## src/hw/rtl/tkn_pkg.sv

```systemverilog
// Types, keyword table and character helpers for the assembly tokenizer.
package tkn_pkg;

  localparam int NumKeywords = 214;
  localparam logic [7:0] QwordCode = 8'd206;

  typedef enum logic [2:0] {
    MODE_IDLE,
    MODE_ZERO,
    MODE_DEC,
    MODE_HEX,
    MODE_BIN,
    MODE_WORD
  } mode_e;

  typedef enum logic [1:0] {
    BASE_DEC,
    BASE_HEX,
    BASE_BIN
  } base_e;

  typedef enum logic [3:0] {
    TK_NUMBER   = 4'd0,
    TK_IDENT    = 4'd1,
    TK_KEYWORD  = 4'd2,
    TK_COMMA    = 4'd3,
    TK_LBRACKET = 4'd4,
    TK_RBRACKET = 4'd5,
    TK_LBRACE   = 4'd6,
    TK_RBRACE   = 4'd7,
    TK_PLUS     = 4'd8,
    TK_MINUS    = 4'd9,
    TK_STAR     = 4'd10,
    TK_DOLLAR   = 4'd11,
    TK_NEWLINE  = 4'd12,
    TK_EOF      = 4'd13,
    TK_ERROR    = 4'd14
  } kind_e;

  typedef struct packed {
    logic [7:0] char_code;
    logic       end_of_text;
    logic       force_word;
  } item_t;

  typedef struct packed {
    kind_e       kind;
    logic [7:0]  code;
    logic [63:0] value;
    logic [63:0] chars;
    logic [7:0]  length;
    logic        last;
  } token_t;

  typedef struct packed {
    logic       hit;
    logic [7:0] code;
  } kw_match_t;

  localparam logic [47:0] KwTable [NumKeywords] = '{
    48'("cr0"), 48'("cr1"), 48'("cr2"), 48'("cr3"), 48'("cr4"), 48'("cr8"),
    48'("dr0"), 48'("dr1"), 48'("dr2"), 48'("dr3"), 48'("dr4"), 48'("dr5"),
    48'("dr6"), 48'("dr7"),
    48'("k1"), 48'("k2"), 48'("k3"), 48'("k4"), 48'("k5"), 48'("k6"), 48'("k7"),
    48'("es"), 48'("cs"), 48'("ss"), 48'("ds"), 48'("fs"), 48'("gs"),
    48'("st0"), 48'("st1"), 48'("st2"), 48'("st3"), 48'("st4"), 48'("st5"),
    48'("st6"), 48'("st7"),
    48'("bnd0"), 48'("bnd1"), 48'("bnd2"), 48'("bnd3"),
    48'("tmm0"), 48'("tmm1"), 48'("tmm2"), 48'("tmm3"), 48'("tmm4"), 48'("tmm5"),
    48'("tmm6"), 48'("tmm7"),
    48'("mm0"), 48'("mm1"), 48'("mm2"), 48'("mm3"), 48'("mm4"), 48'("mm5"),
    48'("mm6"), 48'("mm7"),
    48'("zmm0"), 48'("zmm1"), 48'("zmm2"), 48'("zmm3"), 48'("zmm4"), 48'("zmm5"),
    48'("zmm6"), 48'("zmm7"), 48'("zmm8"), 48'("zmm9"), 48'("zmm10"), 48'("zmm11"),
    48'("zmm12"), 48'("zmm13"), 48'("zmm14"), 48'("zmm15"), 48'("zmm16"),
    48'("zmm17"), 48'("zmm18"), 48'("zmm19"), 48'("zmm20"), 48'("zmm21"),
    48'("zmm22"), 48'("zmm23"), 48'("zmm24"), 48'("zmm25"), 48'("zmm26"),
    48'("zmm27"), 48'("zmm28"), 48'("zmm29"), 48'("zmm30"), 48'("zmm31"),
    48'("ymm0"), 48'("ymm1"), 48'("ymm2"), 48'("ymm3"), 48'("ymm4"), 48'("ymm5"),
    48'("ymm6"), 48'("ymm7"), 48'("ymm8"), 48'("ymm9"), 48'("ymm10"), 48'("ymm11"),
    48'("ymm12"), 48'("ymm13"), 48'("ymm14"), 48'("ymm15"), 48'("ymm16"),
    48'("ymm17"), 48'("ymm18"), 48'("ymm19"), 48'("ymm20"), 48'("ymm21"),
    48'("ymm22"), 48'("ymm23"), 48'("ymm24"), 48'("ymm25"), 48'("ymm26"),
    48'("ymm27"), 48'("ymm28"), 48'("ymm29"), 48'("ymm30"), 48'("ymm31"),
    48'("xmm0"), 48'("xmm1"), 48'("xmm2"), 48'("xmm3"), 48'("xmm4"), 48'("xmm5"),
    48'("xmm6"), 48'("xmm7"), 48'("xmm8"), 48'("xmm9"), 48'("xmm10"), 48'("xmm11"),
    48'("xmm12"), 48'("xmm13"), 48'("xmm14"), 48'("xmm15"),
    48'("rax"), 48'("rcx"), 48'("rdx"), 48'("rbx"), 48'("rsp"), 48'("rbp"),
    48'("rsi"), 48'("rdi"),
    48'("r8"), 48'("r9"), 48'("r10"), 48'("r11"), 48'("r12"), 48'("r13"),
    48'("r14"), 48'("r15"),
    48'("eax"), 48'("ecx"), 48'("edx"), 48'("ebx"), 48'("esp"), 48'("ebp"),
    48'("esi"), 48'("edi"),
    48'("r8d"), 48'("r9d"), 48'("r10d"), 48'("r11d"), 48'("r12d"), 48'("r13d"),
    48'("r14d"), 48'("r15d"),
    48'("ax"), 48'("cx"), 48'("dx"), 48'("bx"), 48'("sp"), 48'("bp"),
    48'("si"), 48'("di"),
    48'("r8w"), 48'("r9w"), 48'("r10w"), 48'("r11w"), 48'("r12w"), 48'("r13w"),
    48'("r14w"), 48'("r15w"),
    48'("al"), 48'("cl"), 48'("dl"), 48'("bl"), 48'("spl"), 48'("bpl"),
    48'("sil"), 48'("dil"),
    48'("ah"), 48'("ch"), 48'("dh"), 48'("bh"),
    48'("r8b"), 48'("r9b"), 48'("r10b"), 48'("r11b"), 48'("r12b"), 48'("r13b"),
    48'("r14b"), 48'("r15b"),
    48'("byte"), 48'("word"), 48'("dword"), 48'("qword"), 48'("tword"),
    48'("1to2"), 48'("1to4"), 48'("1to8"), 48'("1to16"), 48'("1to32"),
    48'("rel")
  };

  function automatic logic is_dig(input logic [7:0] c);
    return (c >= "0") && (c <= "9");
  endfunction

  function automatic logic is_alp(input logic [7:0] c);
    return ((c >= "a") && (c <= "z")) || ((c >= "A") && (c <= "Z"));
  endfunction

  function automatic logic is_hex(input logic [7:0] c);
    return is_dig(c) || ((c >= "a") && (c <= "f")) || ((c >= "A") && (c <= "F"));
  endfunction

  function automatic logic is_blank(input logic [7:0] c);
    return (c == " ") || (c == 8'h09) || (c == 8'h0d) || (c == 8'h0b) || (c == 8'h0c);
  endfunction

  function automatic logic [3:0] hex_val(input logic [7:0] c);
    logic [7:0] v;
    if (is_dig(c)) begin
      v = c - "0";
    end else if ((c >= "a") && (c <= "f")) begin
      v = c - "a" + 8'd10;
    end else begin
      v = c - "A" + 8'd10;
    end
    return v[3:0];
  endfunction

  function automatic kind_e punct_kind(input logic [7:0] c);
    kind_e k;
    case (c)
      ",":     k = TK_COMMA;
      "[":     k = TK_LBRACKET;
      "]":     k = TK_RBRACKET;
      "{":     k = TK_LBRACE;
      "}":     k = TK_RBRACE;
      "+":     k = TK_PLUS;
      "-":     k = TK_MINUS;
      "*":     k = TK_STAR;
      "$":     k = TK_DOLLAR;
      8'h0a:   k = TK_NEWLINE;
      default: k = TK_ERROR;
    endcase
    return k;
  endfunction

  // chars holds the first characters, first in the low byte
  function automatic kw_match_t kw_lookup(input logic [63:0] chars, input logic [7:0] len);
    kw_match_t  r;
    logic [47:0] e;
    logic [7:0]  elen;
    logic        ok;
    r = '0;
    if ((len == 8'd5) && (chars[39:0] == {"D", "R", "O", "W", "Q"})) begin
      r.hit  = 1'b1;
      r.code = QwordCode;
    end
    for (int i = 0; i < NumKeywords; i++) begin
      e    = KwTable[i];
      elen = '0;
      for (int k = 0; k < 6; k++) begin
        if (e[8*k +: 8] != 8'd0) begin
          elen = elen + 8'd1;
        end
      end
      ok = (elen == len);
      for (int k = 0; k < 6; k++) begin
        if ((8'(k) < elen) && (chars[8*k +: 8] != e[8*(int'(elen) - 1 - k) +: 8])) begin
          ok = 1'b0;
        end
      end
      if (ok && !r.hit) begin
        r.hit  = 1'b1;
        r.code = 8'(i);
      end
    end
    return r;
  endfunction

endpackage

```

## src/hw/rtl/tkn_ifs.sv

```systemverilog
// Valid/ready channel interfaces for characters and tokens.
interface tkn_char_if;
  logic       valid;
  logic       ready;
  logic [7:0] char_code;
  logic       end_of_text;
  logic       force_word;
  modport source (output valid, char_code, end_of_text, force_word, input ready);
  modport sink (input valid, char_code, end_of_text, force_word, output ready);
endinterface

interface tkn_token_if;
  logic        valid;
  logic        ready;
  logic [3:0]  token_kind;
  logic [7:0]  keyword_code;
  logic [63:0] number_value;
  logic [63:0] word_chars;
  logic [7:0]  word_length;
  logic        last_of_item;
  modport source (output valid, token_kind, keyword_code, number_value, word_chars,
                  word_length, last_of_item, input ready);
  modport sink (input valid, token_kind, keyword_code, number_value, word_chars,
                word_length, last_of_item, output ready);
endinterface

```

## src/hw/rtl/tkn_lexer.sv

```systemverilog
// Input register, scan state and per-character token logic.
module tkn_lexer import tkn_pkg::*; #(
  parameter int MAX_WORD_CHARS = 8
) (
  input  logic       clk_i,
  input  logic       rst_ni,
  input  logic       in_valid_i,
  output logic       in_ready_o,
  input  item_t      in_item_i,
  input  logic       room_i,
  output logic [1:0] res_cnt_o,
  output token_t     res0_o,
  output token_t     res1_o
);

  localparam int IdxW = $clog2(MAX_WORD_CHARS);

  logic        v_q;
  item_t       item_q;
  mode_e       mode_q, mode_d;
  logic [63:0] acc_q, acc_d;
  logic        sat_q, sat_d;
  logic        stop_q, stop_d;
  logic [7:0]  buf_q [MAX_WORD_CHARS];
  logic [7:0]  buf_d [MAX_WORD_CHARS];
  logic [7:0]  len_q, len_d;
  logic        adv;
  token_t      res [2];
  logic [1:0]  n;

  assign adv        = v_q && room_i;
  assign in_ready_o = !v_q || adv;

  always_ff @(posedge clk_i or negedge rst_ni) begin
    if (!rst_ni) begin
      v_q <= 1'b0;
    end else if (in_valid_i && in_ready_o) begin
      v_q <= 1'b1;
    end else if (adv) begin
      v_q <= 1'b0;
    end
  end

  always_ff @(posedge clk_i) begin
    if (in_valid_i && in_ready_o) begin
      item_q <= in_item_i;
    end
  end

  always_ff @(posedge clk_i or negedge rst_ni) begin
    if (!rst_ni) begin
      mode_q <= MODE_IDLE;
      acc_q  <= '0;
      sat_q  <= 1'b0;
      stop_q <= 1'b0;
      len_q  <= '0;
      for (int i = 0; i < MAX_WORD_CHARS; i++) begin
        buf_q[i] <= '0;
      end
    end else if (adv) begin
      mode_q <= mode_d;
      acc_q  <= acc_d;
      sat_q  <= sat_d;
      stop_q <= stop_d;
      len_q  <= len_d;
      buf_q  <= buf_d;
    end
  end

  always_comb begin
    logic [7:0]  c;
    logic        goes_on;
    logic        do_acc;
    base_e       base;
    logic [3:0]  digit;
    logic [67:0] wide;
    logic [63:0] chars;
    kw_match_t   kw;
    token_t      pend;
    mode_e       cont_mode;

    c         = item_q.char_code;
    mode_d    = mode_q;
    acc_d     = acc_q;
    sat_d     = sat_q;
    stop_d    = stop_q;
    len_d     = len_q;
    buf_d     = buf_q;
    n         = '0;
    res[0]    = '0;
    res[1]    = '0;
    goes_on   = 1'b0;
    do_acc    = 1'b0;
    base      = BASE_DEC;
    digit     = hex_val(c);
    cont_mode = mode_q;

    chars = '0;
    for (int i = 0; i < MAX_WORD_CHARS; i++) begin
      chars[8*i +: 8] = buf_q[i];
    end
    kw = kw_lookup(chars, len_q);
    pend        = '0;
    pend.chars  = chars;
    pend.length = len_q;
    if (mode_q == MODE_WORD) begin
      pend.kind = kw.hit ? TK_KEYWORD : TK_IDENT;
      pend.code = kw.hit ? kw.code : 8'd0;
    end else begin
      pend.kind  = TK_NUMBER;
      pend.value = sat_q ? '1 : acc_q;
    end

    unique case (mode_q)
      MODE_ZERO: begin
        if (c == "x") begin
          cont_mode = MODE_HEX;
          goes_on   = 1'b1;
        end else if (c == "b") begin
          cont_mode = MODE_BIN;
          goes_on   = 1'b1;
        end else if (is_dig(c)) begin
          cont_mode = MODE_DEC;
          goes_on   = 1'b1;
          do_acc    = 1'b1;
        end
      end
      MODE_DEC: begin
        goes_on = is_dig(c);
        do_acc  = goes_on;
      end
      MODE_HEX: begin
        goes_on = is_hex(c);
        do_acc  = goes_on;
        base    = BASE_HEX;
      end
      MODE_BIN: begin
        goes_on = is_hex(c);
        base    = BASE_BIN;
        stop_d  = stop_q || (goes_on && (c != "0") && (c != "1"));
        do_acc  = goes_on && !stop_d;
      end
      MODE_WORD: begin
        goes_on = is_alp(c) || is_dig(c);
      end
      default: begin
        goes_on = 1'b0;
      end
    endcase

    case (base)
      BASE_HEX: wide = {acc_q, 4'b0};
      BASE_BIN: wide = {3'b0, acc_q, 1'b0};
      default:  wide = {1'b0, acc_q, 3'b0} + {3'b0, acc_q, 1'b0};
    endcase
    wide = wide + {64'd0, digit};

    if (item_q.end_of_text) begin
      stop_d = 1'b0;
      if (mode_q != MODE_IDLE) begin
        res[0] = pend;
        n      = 2'd1;
      end
      res[n[0]].kind = TK_EOF;
      n      = n + 2'd1;
      mode_d = MODE_IDLE;
      acc_d  = '0;
      sat_d  = 1'b0;
      len_d  = '0;
      for (int i = 0; i < MAX_WORD_CHARS; i++) begin
        buf_d[i] = '0;
      end
    end else if (goes_on) begin
      mode_d = cont_mode;
      if ((c != "x" && c != "b") || mode_q != MODE_ZERO) begin
        if (len_q < 8'(MAX_WORD_CHARS)) begin
          buf_d[len_q[IdxW-1:0]] = c;
        end
        if (len_q != 8'hff) begin
          len_d = len_q + 8'd1;
        end
      end
      if (do_acc && !sat_q) begin
        if (wide[67:64] != 4'd0) begin
          sat_d = 1'b1;
        end else begin
          acc_d = wide[63:0];
        end
      end
    end else begin
      if (mode_q != MODE_IDLE) begin
        res[0] = pend;
        n      = 2'd1;
      end
      mode_d = MODE_IDLE;
      acc_d  = '0;
      sat_d  = 1'b0;
      stop_d = 1'b0;
      len_d  = '0;
      for (int i = 0; i < MAX_WORD_CHARS; i++) begin
        buf_d[i] = '0;
      end
      if (is_blank(c)) begin
        mode_d = MODE_IDLE;
      end else if (is_dig(c) && !item_q.force_word) begin
        if (c == "0") begin
          mode_d = MODE_ZERO;
        end else begin
          mode_d   = MODE_DEC;
          buf_d[0] = c;
          len_d    = 8'd1;
          acc_d    = {60'd0, digit};
        end
      end else if (is_alp(c) || is_dig(c)) begin
        mode_d   = MODE_WORD;
        buf_d[0] = c;
        len_d    = 8'd1;
      end else begin
        res[n[0]].kind = punct_kind(c);
        n = n + 2'd1;
      end
    end

    if (n != 2'd0) begin
      res[n[0] ^ 1'b1].last = 1'b1;
    end
  end

  assign res_cnt_o = adv ? n : 2'd0;
  assign res0_o    = res[0];
  assign res1_o    = res[1];

  a_eot_idle: assert property (@(posedge clk_i) disable iff (!rst_ni)
    adv && item_q.end_of_text |=> mode_q == MODE_IDLE)
    else $error("scan not idle after end of text");

  a_cnt_range: assert property (@(posedge clk_i) disable iff (!rst_ni)
    res_cnt_o != 2'd3)
    else $error("more than two tokens from one word");

  a_second_short: assert property (@(posedge clk_i) disable iff (!rst_ni)
    res_cnt_o == 2'd2 |-> res1_o.kind != TK_NUMBER && res1_o.kind != TK_IDENT
                          && res1_o.kind != TK_KEYWORD && res0_o.last == 1'b0)
    else $error("second token of a word carries text");

  a_idle_clear: assert property (@(posedge clk_i) disable iff (!rst_ni)
    mode_q == MODE_IDLE |-> len_q == 8'd0 && !sat_q && !stop_q)
    else $error("token state left over while idle");

endmodule

```

## src/hw/rtl/tkn_out_fifo.sv

```systemverilog
// Four-entry token queue taking up to two tokens per cycle.
module tkn_out_fifo import tkn_pkg::*; (
  input  logic       clk_i,
  input  logic       rst_ni,
  input  logic [1:0] push_cnt_i,
  input  token_t     push0_i,
  input  token_t     push1_i,
  output logic       room_o,
  output logic       valid_o,
  input  logic       ready_i,
  output token_t     head_o
);

  token_t     mem_q [4];
  logic [1:0] wr_q, rd_q;
  logic [2:0] cnt_q;
  logic       pop;

  assign pop     = valid_o && ready_i;
  assign valid_o = cnt_q != 3'd0;
  assign room_o  = cnt_q <= 3'd2;
  assign head_o  = mem_q[rd_q];

  always_ff @(posedge clk_i or negedge rst_ni) begin
    if (!rst_ni) begin
      wr_q  <= '0;
      rd_q  <= '0;
      cnt_q <= '0;
    end else begin
      wr_q  <= wr_q + push_cnt_i;
      rd_q  <= rd_q + {1'b0, pop};
      cnt_q <= cnt_q + {1'b0, push_cnt_i} - {2'b0, pop};
    end
  end

  always_ff @(posedge clk_i) begin
    if (push_cnt_i != 2'd0) begin
      mem_q[wr_q] <= push0_i;
    end
    if (push_cnt_i == 2'd2) begin
      mem_q[wr_q + 2'd1] <= push1_i;
    end
  end

endmodule

```

## src/hw/rtl/assembly_text_tokenizer_core.sv

```systemverilog
// Top level of the assembly text tokenizer.
//  port     | dir | words
//  char_i   | in  | one character or end of text
//  token_o  | out | one token
// A character enters the input register, is scanned there once the queue has
// room, and its zero to two tokens go to a four-entry queue; one character per cycle
// is sustained while the sink takes every token and characters average at
// most one token each.
// Reset clears the scan state and empties the queue.
// A queue with fewer than two free entries holds the input register and ready falls.
module assembly_text_tokenizer_core import tkn_pkg::*; #(
  parameter int MAX_WORD_CHARS = 8
) (
  input  logic        clk_i,
  input  logic        rst_ni,
  tkn_char_if.sink    char_i,
  tkn_token_if.source token_o
);

  item_t      item;
  logic       room;
  logic [1:0] res_cnt;
  token_t     res0, res1, head;

  assign item.char_code   = char_i.char_code;
  assign item.end_of_text = char_i.end_of_text;
  assign item.force_word  = char_i.force_word;

  tkn_lexer #(.MAX_WORD_CHARS(MAX_WORD_CHARS)) u_lexer (
    .clk_i,
    .rst_ni,
    .in_valid_i (char_i.valid),
    .in_ready_o (char_i.ready),
    .in_item_i  (item),
    .room_i     (room),
    .res_cnt_o  (res_cnt),
    .res0_o     (res0),
    .res1_o     (res1)
  );

  tkn_out_fifo u_fifo (
    .clk_i,
    .rst_ni,
    .push_cnt_i (res_cnt),
    .push0_i    (res0),
    .push1_i    (res1),
    .room_o     (room),
    .valid_o    (token_o.valid),
    .ready_i    (token_o.ready),
    .head_o     (head)
  );

  assign token_o.token_kind   = head.kind;
  assign token_o.keyword_code = head.code;
  assign token_o.number_value = head.value;
  assign token_o.word_chars   = head.chars;
  assign token_o.word_length  = head.length;
  assign token_o.last_of_item = head.last;

endmodule
```

## src/flat_wrapper.sv

```systemverilog
// flat-port wrapper written by rule: the top's interface ports become plain ports
module assembly_text_tokenizer_core_flat import tkn_pkg::*;
#(
  parameter int MAX_WORD_CHARS = 8
)
  (clk_i, rst_ni, char_i_valid, char_i_char_code, char_i_end_of_text, char_i_force_word, char_i_ready, token_o_valid, token_o_token_kind, token_o_keyword_code, token_o_number_value, token_o_word_chars, token_o_word_length, token_o_last_of_item, token_o_ready);
  tkn_char_if char_i_i ();
  tkn_token_if token_o_i ();
  input  logic clk_i;
  input  logic rst_ni;
  input wire logic [$bits(char_i_i.valid)-1:0] char_i_valid;
  input wire logic [$bits(char_i_i.char_code)-1:0] char_i_char_code;
  input wire logic [$bits(char_i_i.end_of_text)-1:0] char_i_end_of_text;
  input wire logic [$bits(char_i_i.force_word)-1:0] char_i_force_word;
  output wire logic [$bits(char_i_i.ready)-1:0] char_i_ready;
  output wire logic [$bits(token_o_i.valid)-1:0] token_o_valid;
  output wire logic [$bits(token_o_i.token_kind)-1:0] token_o_token_kind;
  output wire logic [$bits(token_o_i.keyword_code)-1:0] token_o_keyword_code;
  output wire logic [$bits(token_o_i.number_value)-1:0] token_o_number_value;
  output wire logic [$bits(token_o_i.word_chars)-1:0] token_o_word_chars;
  output wire logic [$bits(token_o_i.word_length)-1:0] token_o_word_length;
  output wire logic [$bits(token_o_i.last_of_item)-1:0] token_o_last_of_item;
  input wire logic [$bits(token_o_i.ready)-1:0] token_o_ready;
  assign char_i_i.valid = char_i_valid;
  assign char_i_i.char_code = char_i_char_code;
  assign char_i_i.end_of_text = char_i_end_of_text;
  assign char_i_i.force_word = char_i_force_word;
  assign char_i_ready = char_i_i.ready;
  assign token_o_valid = token_o_i.valid;
  assign token_o_token_kind = token_o_i.token_kind;
  assign token_o_keyword_code = token_o_i.keyword_code;
  assign token_o_number_value = token_o_i.number_value;
  assign token_o_word_chars = token_o_i.word_chars;
  assign token_o_word_length = token_o_i.word_length;
  assign token_o_last_of_item = token_o_i.last_of_item;
  assign token_o_i.ready = token_o_ready;
  assembly_text_tokenizer_core #(.MAX_WORD_CHARS(MAX_WORD_CHARS)) u_core (.clk_i(clk_i), .rst_ni(rst_ni), .char_i(char_i_i), .token_o(token_o_i));
endmodule
```

## config.mk

```make
export PLATFORM = sky130hd
export DESIGN_NAME = assembly_text_tokenizer_core_flat
export DESIGN_NICKNAME = d
export VERILOG_FILES = /design/src/hw/rtl/tkn_pkg.sv /design/src/hw/rtl/tkn_ifs.sv /design/src/hw/rtl/tkn_lexer.sv /design/src/hw/rtl/tkn_out_fifo.sv /design/src/hw/rtl/assembly_text_tokenizer_core.sv /design/src/flat_wrapper.sv
export SDC_FILE = /design/constraint.sdc
export NUM_CORES = 2
export LEC_CHECK = 0
export BUFFER_PORTS_ARGS = -buffer_cell sky130_fd_sc_hd__buf_2
export CAP_MARGIN = 20
export CORE_MARGIN = 3
export CORE_UTILIZATION = 45
export CTS_CLUSTER_DIAMETER = 80
export DETAILED_ROUTE_END_ITERATION = 12
export PLACE_DENSITY = 0.68
export SYNTH_ARGS = -nofsm -noshare
export SYNTH_HDL_FRONTEND = slang
export SYNTH_SLANG_ARGS = --single-unit
```

## constraint.sdc

```tcl
create_clock -name clk_i -period 19.2 [get_ports clk_i]
set_input_delay 1.92 -clock clk_i [delete_from_list [all_inputs] [get_ports clk_i]]
set_output_delay 1.92 -clock clk_i [all_outputs]
set_load 0.05 [all_outputs]
```

==> metrics.md <==
| Metric | Value |
|---|---|
| Status | completed |
| Total gr overflow | 0 |
| Worst vdd ir | 0.000150 V |
| Arrival time worst endpoint | between 7 and 8 ns |
| RSZ-0062 raised after global routing | no |
| Rel. slew slack | 17.7% |
| Final net count | 4249 |
| Tcrit/Tclk final | 37.0% |
| Crit-path cells | inv_1, ha_1, nor4b_1, nand2_1, a21oi_1, o21ai_0, a21oi_1, and2_1, o21ai_0, o211a_1, or4b_2, a21oi_1, nand2_1, nor2_4, buf_4, buf_4, nand2_1, o21a_1 |
| Total CTS buffers | 81 |
| Antenna violation net count after detailed routing | 0 |
| Vias per cell | 6.35 |
| CP max-delay cell | nor2_4 |
| Synth Net Count | 4188 |
| Clock share of power | 22.7% |
| Yosys warns | 0 |
| Clk sinks | 755 |
| Final core occ | 50.5% |
| Logic pwr share | 41.7% |
| Post-synth top area share | between 40% and 50% |
| Chip Width | 317 um |
| Asr flop ratio synth | around a fifth |
| Design Area, Final | slightly below 50000 um2 |
| Max cap viols | 0 |
| Final Slew Violations | 0 |
| Internal Pwr Total | 3.93 mW |
| DR WL/cell | about 25 um |
| Share of cells above drive strength 1 | 14.0% |
| Post-DP HPWL | a little over 90 mm |
| Distinct cell type count after synthesis | 123 |
| Reg power frac | a little over a third |
| Final hold violations | 0 |
| PortBufs | 164 |
| Max incr delay on CP | 0.80 ns |
| Routability Congestion | 0.998 |
| Max FO, Critical Path | between 60 and 70 |
| Core ar. | 95300 um2 |
| Post-synth top flop | edfxtp_1 |
| LEAKAGE | between 15 and 20 nW |
| First-pass GRT wire length | ~210 mm |
| Dominant cells by area after synthesis | edfxtp_1 (42%), dfrtp_1 (8.6%), mux4_2 (7.7%) |
| Clock buffer depth | 3 |
| Clk root buf | clkbuf_16 |
| Site Rows | 113 |
| Largest net degree at the start of global routing | 112 |
| Initial antenna violation count | 8 |
| WL final | 138 mm |
| Ports | 165 |
| Critical Path End Type | flop |
| Clk slew on worst S/H paths | 0.06 ns |
| Initial Util | a little under half |
| Iter 0 DRT Violations | roughly 4300 |
| CP required | 19.60 ns |
| Syn-to-layout area delta | 10.7% |
| Number of synthesized register bits | 755 |
| Placed instance area | 45400 um2 |
| Sequential-to-total area share from yosys stat | 50.5% |
| Post-Syn Instances | 4091 |
| Chip Height | ~320 um |
| Fin Clk Skew | 0.0347 ns |
| Power Dens Cells | around 140 nW/um2 |
| Cell taking the most area after synthesis | edfxtp_1 |
| Critical path class | reg2reg |
| Total number of vias | 34803 |
| Sw Ratio | 43.6% |
| First drt pass iteration count | 6 |
| GRT Overall Usage | 27.3% |
| Drc violations | 0 |
| Synthesized area | 43400 um2 |
| H-tree depth | 3 |
| Synth Area per Inst | 10.6 um2 |
| Later-pin clock latency in the skew report | 0.66 ns |
| Least-Margin Pin Slew | ~1.2 ns |
| # resized after CTS | 0 |
| CTS tree | done |
| Cts-stage hold buffer count | 0 |
| DP Cell Count | 5334 |
| Final setup fails | 0 |
| Fin Setup TNS | 0 ns |
| Register-to-register setup slack | 12.10 ns |
| CP startpoint kind | flop |
| Post-synth EDFFs | 606 |
| Hold WC Path Type | reg2reg |
| Vias in the first global route | 33617 |
| Die ar. | 100000 um2 |
| Fmax | 141 MHz |
| Sw Pwr | 3.03 mW |
| Final cell count without fillers | ~5500 |
| Crit path time final | around 7.1 ns |
| Setup bufs post-CTS | 0 |
==> per-stage QoR <==
step / total power, mW / setup slack (ns) / hold WS [ns]
after floorplan: 4.72 / 4.03 / 0.453
after global placement: 5.42 / 12.14 / 0.468
after detailed placement: 5.45 / 12.13 / 0.471
after CTS: 7.02 / 12.01 / 0.488
after global routing: 7.26 / 11.48 / 0.518
final: 6.96 / 12.10 / 0.494
==> layout by cell type (no fill, tap or decap), drive strengths merged, types with 11 or more instances in the layout <==
| master | instances |
|---|---|
| a2111oi | 12 |
| a211oi | 32 |
| a21o | 26 |
| a21oi | 164 |
| a221oi | 23 |
| a22o | 94 |
| a22oi | 39 |
| a31oi | 30 |
| and2 | 52 |
| and3 | 53 |
| buf | 231 |
| clkbuf | 100 |
| clkinv | 29 |
| dfrtp | 149 |
| edfxtp | 606 |
| ha | 80 |
| inv | 59 |
| mux2i | 66 |
| mux4 | 149 |
| nand2 | 387 |
| nand2b | 37 |
| nand3 | 86 |
| nand3b | 16 |
| nand4 | 59 |
| nor2 | 797 |
| nor2b | 25 |
| nor3 | 109 |
| nor3b | 12 |
| nor4 | 40 |
| nor4b | 13 |
| o2111ai | 11 |
| o211ai | 18 |
| o21a | 29 |
| o21ai | 219 |
| o22ai | 19 |
| o31ai | 15 |
| or2 | 12 |
| or3 | 30 |
| xnor2 | 73 |
| xor2 | 31 |
==> synth_stat cells, drive strengths merged, types with 26 or more instances <==
master / instances
and3: 53
a22o: 94
o21ai: 219
buf: 73
nand2: 387
dfrtp: 149
nor2: 797
ha: 80
clkbuf: 181
edfxtp: 606
inv: 52
xnor2: 73
a21o: 26
and2: 52
mux2i: 66
o21a: 29
nor4: 40
nor3: 109
nand2b: 37
nand4: 59
a21oi: 164
a211oi: 32
xor2: 31
or3: 30
mux4: 149
a22oi: 39
nand3: 86
a31oi: 30
==> critical path: cells and delay by family (launching register included) <==
family	cells	cell delay [ns]
flip-flops	1	0.79
AND/OR/NAND/NOR	7	2.58
AO/OA/AOI/OAI	7	1.51
adder cells (fa/ha/maj)	1	0.30
buffers and inverters	3	1.64
==> registers in the layout, indices dropped and copies added, names as in the netlist <==
signal and flops:
u_core.u_lexer.v_q 1, u_core.u_lexer.item_q 10, u_core.u_lexer.buf_q 64, u_core.u_lexer.acc_q 64
u_core.u_fifo.cnt_q 3, u_core.u_fifo.wr_q 2, u_core.u_lexer.sat_q 1, u_core.u_fifo.mem_q 596
u_core.u_fifo.rd_q 2, u_core.u_lexer.len_q 8, u_core.u_lexer.mode_q 3, u_core.u_lexer.stop_q 1
==> cells by family (layout without fill, tap and decap cells) <==
| group | Yosys count | in the layout | synth area share, % |
|---|---|---|---|
| DFF | 755 | 755 | 50.5 |
| adders and majority gates | 85 | 85 | 2.49 |
| AOI/OAI and AO/OA | 845 | 845 | 13.5 |
| muxes | 221 | 221 | 9.42 |
| other | 0 | 3 | 0 |
| buffers and inverters | 306 | 432 | 2.95 |
| and+or+nand+nor | 1775 | 1775 | 19.0 |
| xor gates and xnor gates | 104 | 104 | 2.10 |
==> power by group through the flow <==
stage,registers (mW),clock network (mW),logic (mW)
6_report,2.48,1.58,2.91
5_1_grt,2.52,1.67,3.07
4_1_cts,2.48,1.60,2.94
3_5_place_dp,2.51,0,2.93
3_3_place_gp,2.49,0,2.93
2_1_floorplan,2.54,0,2.18
==> per-layer routing <==
layer	GRT usage (%)	vias up	wire length [um]
met5	0	-	0
met4	10.2	0	5640
met3	3.64	327	9700
met2	45.6	1742	68100
met1	36.4	17238	54900
li1	-	15496	-
==> path summary, 6_finish.rpt <==
kind | start | to | cells past startpoint
max in group asynchronous | rst_ni | u_core.u_lexer.sat_q$_DFFE_PN0P_ | 2
min in group asynchronous | rst_ni | u_core.u_lexer.buf_q[22]$_DFFE_PN0P_ | 1
max | u_core.u_lexer.item_q[3]$_DFFE_PP_ | u_core.u_fifo.mem_q[3][145]$_DFFE_PP_ | 18
max reg2reg | u_core.u_lexer.item_q[3]$_DFFE_PP_ | u_core.u_fifo.mem_q[3][145]$_DFFE_PP_ | 18
min reg2reg | u_core.u_fifo.cnt_q[2]$_DFF_PN0_ | u_core.u_fifo.cnt_q[2]$_DFF_PN0_ | 1
min | u_core.u_fifo.cnt_q[2]$_DFF_PN0_ | u_core.u_fifo.cnt_q[2]$_DFF_PN0_ | 1
==> final cells by class <==
class,count,area (um2)
Antenna cell,3,7.51
Timing Repair Buffer,232,1350
Clock inverter,48,522
Multi-Input combinational cell,3030,20300
Clock buffer,100,2160
Inverter,52,195
Fill cell,8634,47200
Sequential cell,755,21900
Tap cell,1265,1580
Note: power is estimated with default switching activity, not from simulation.
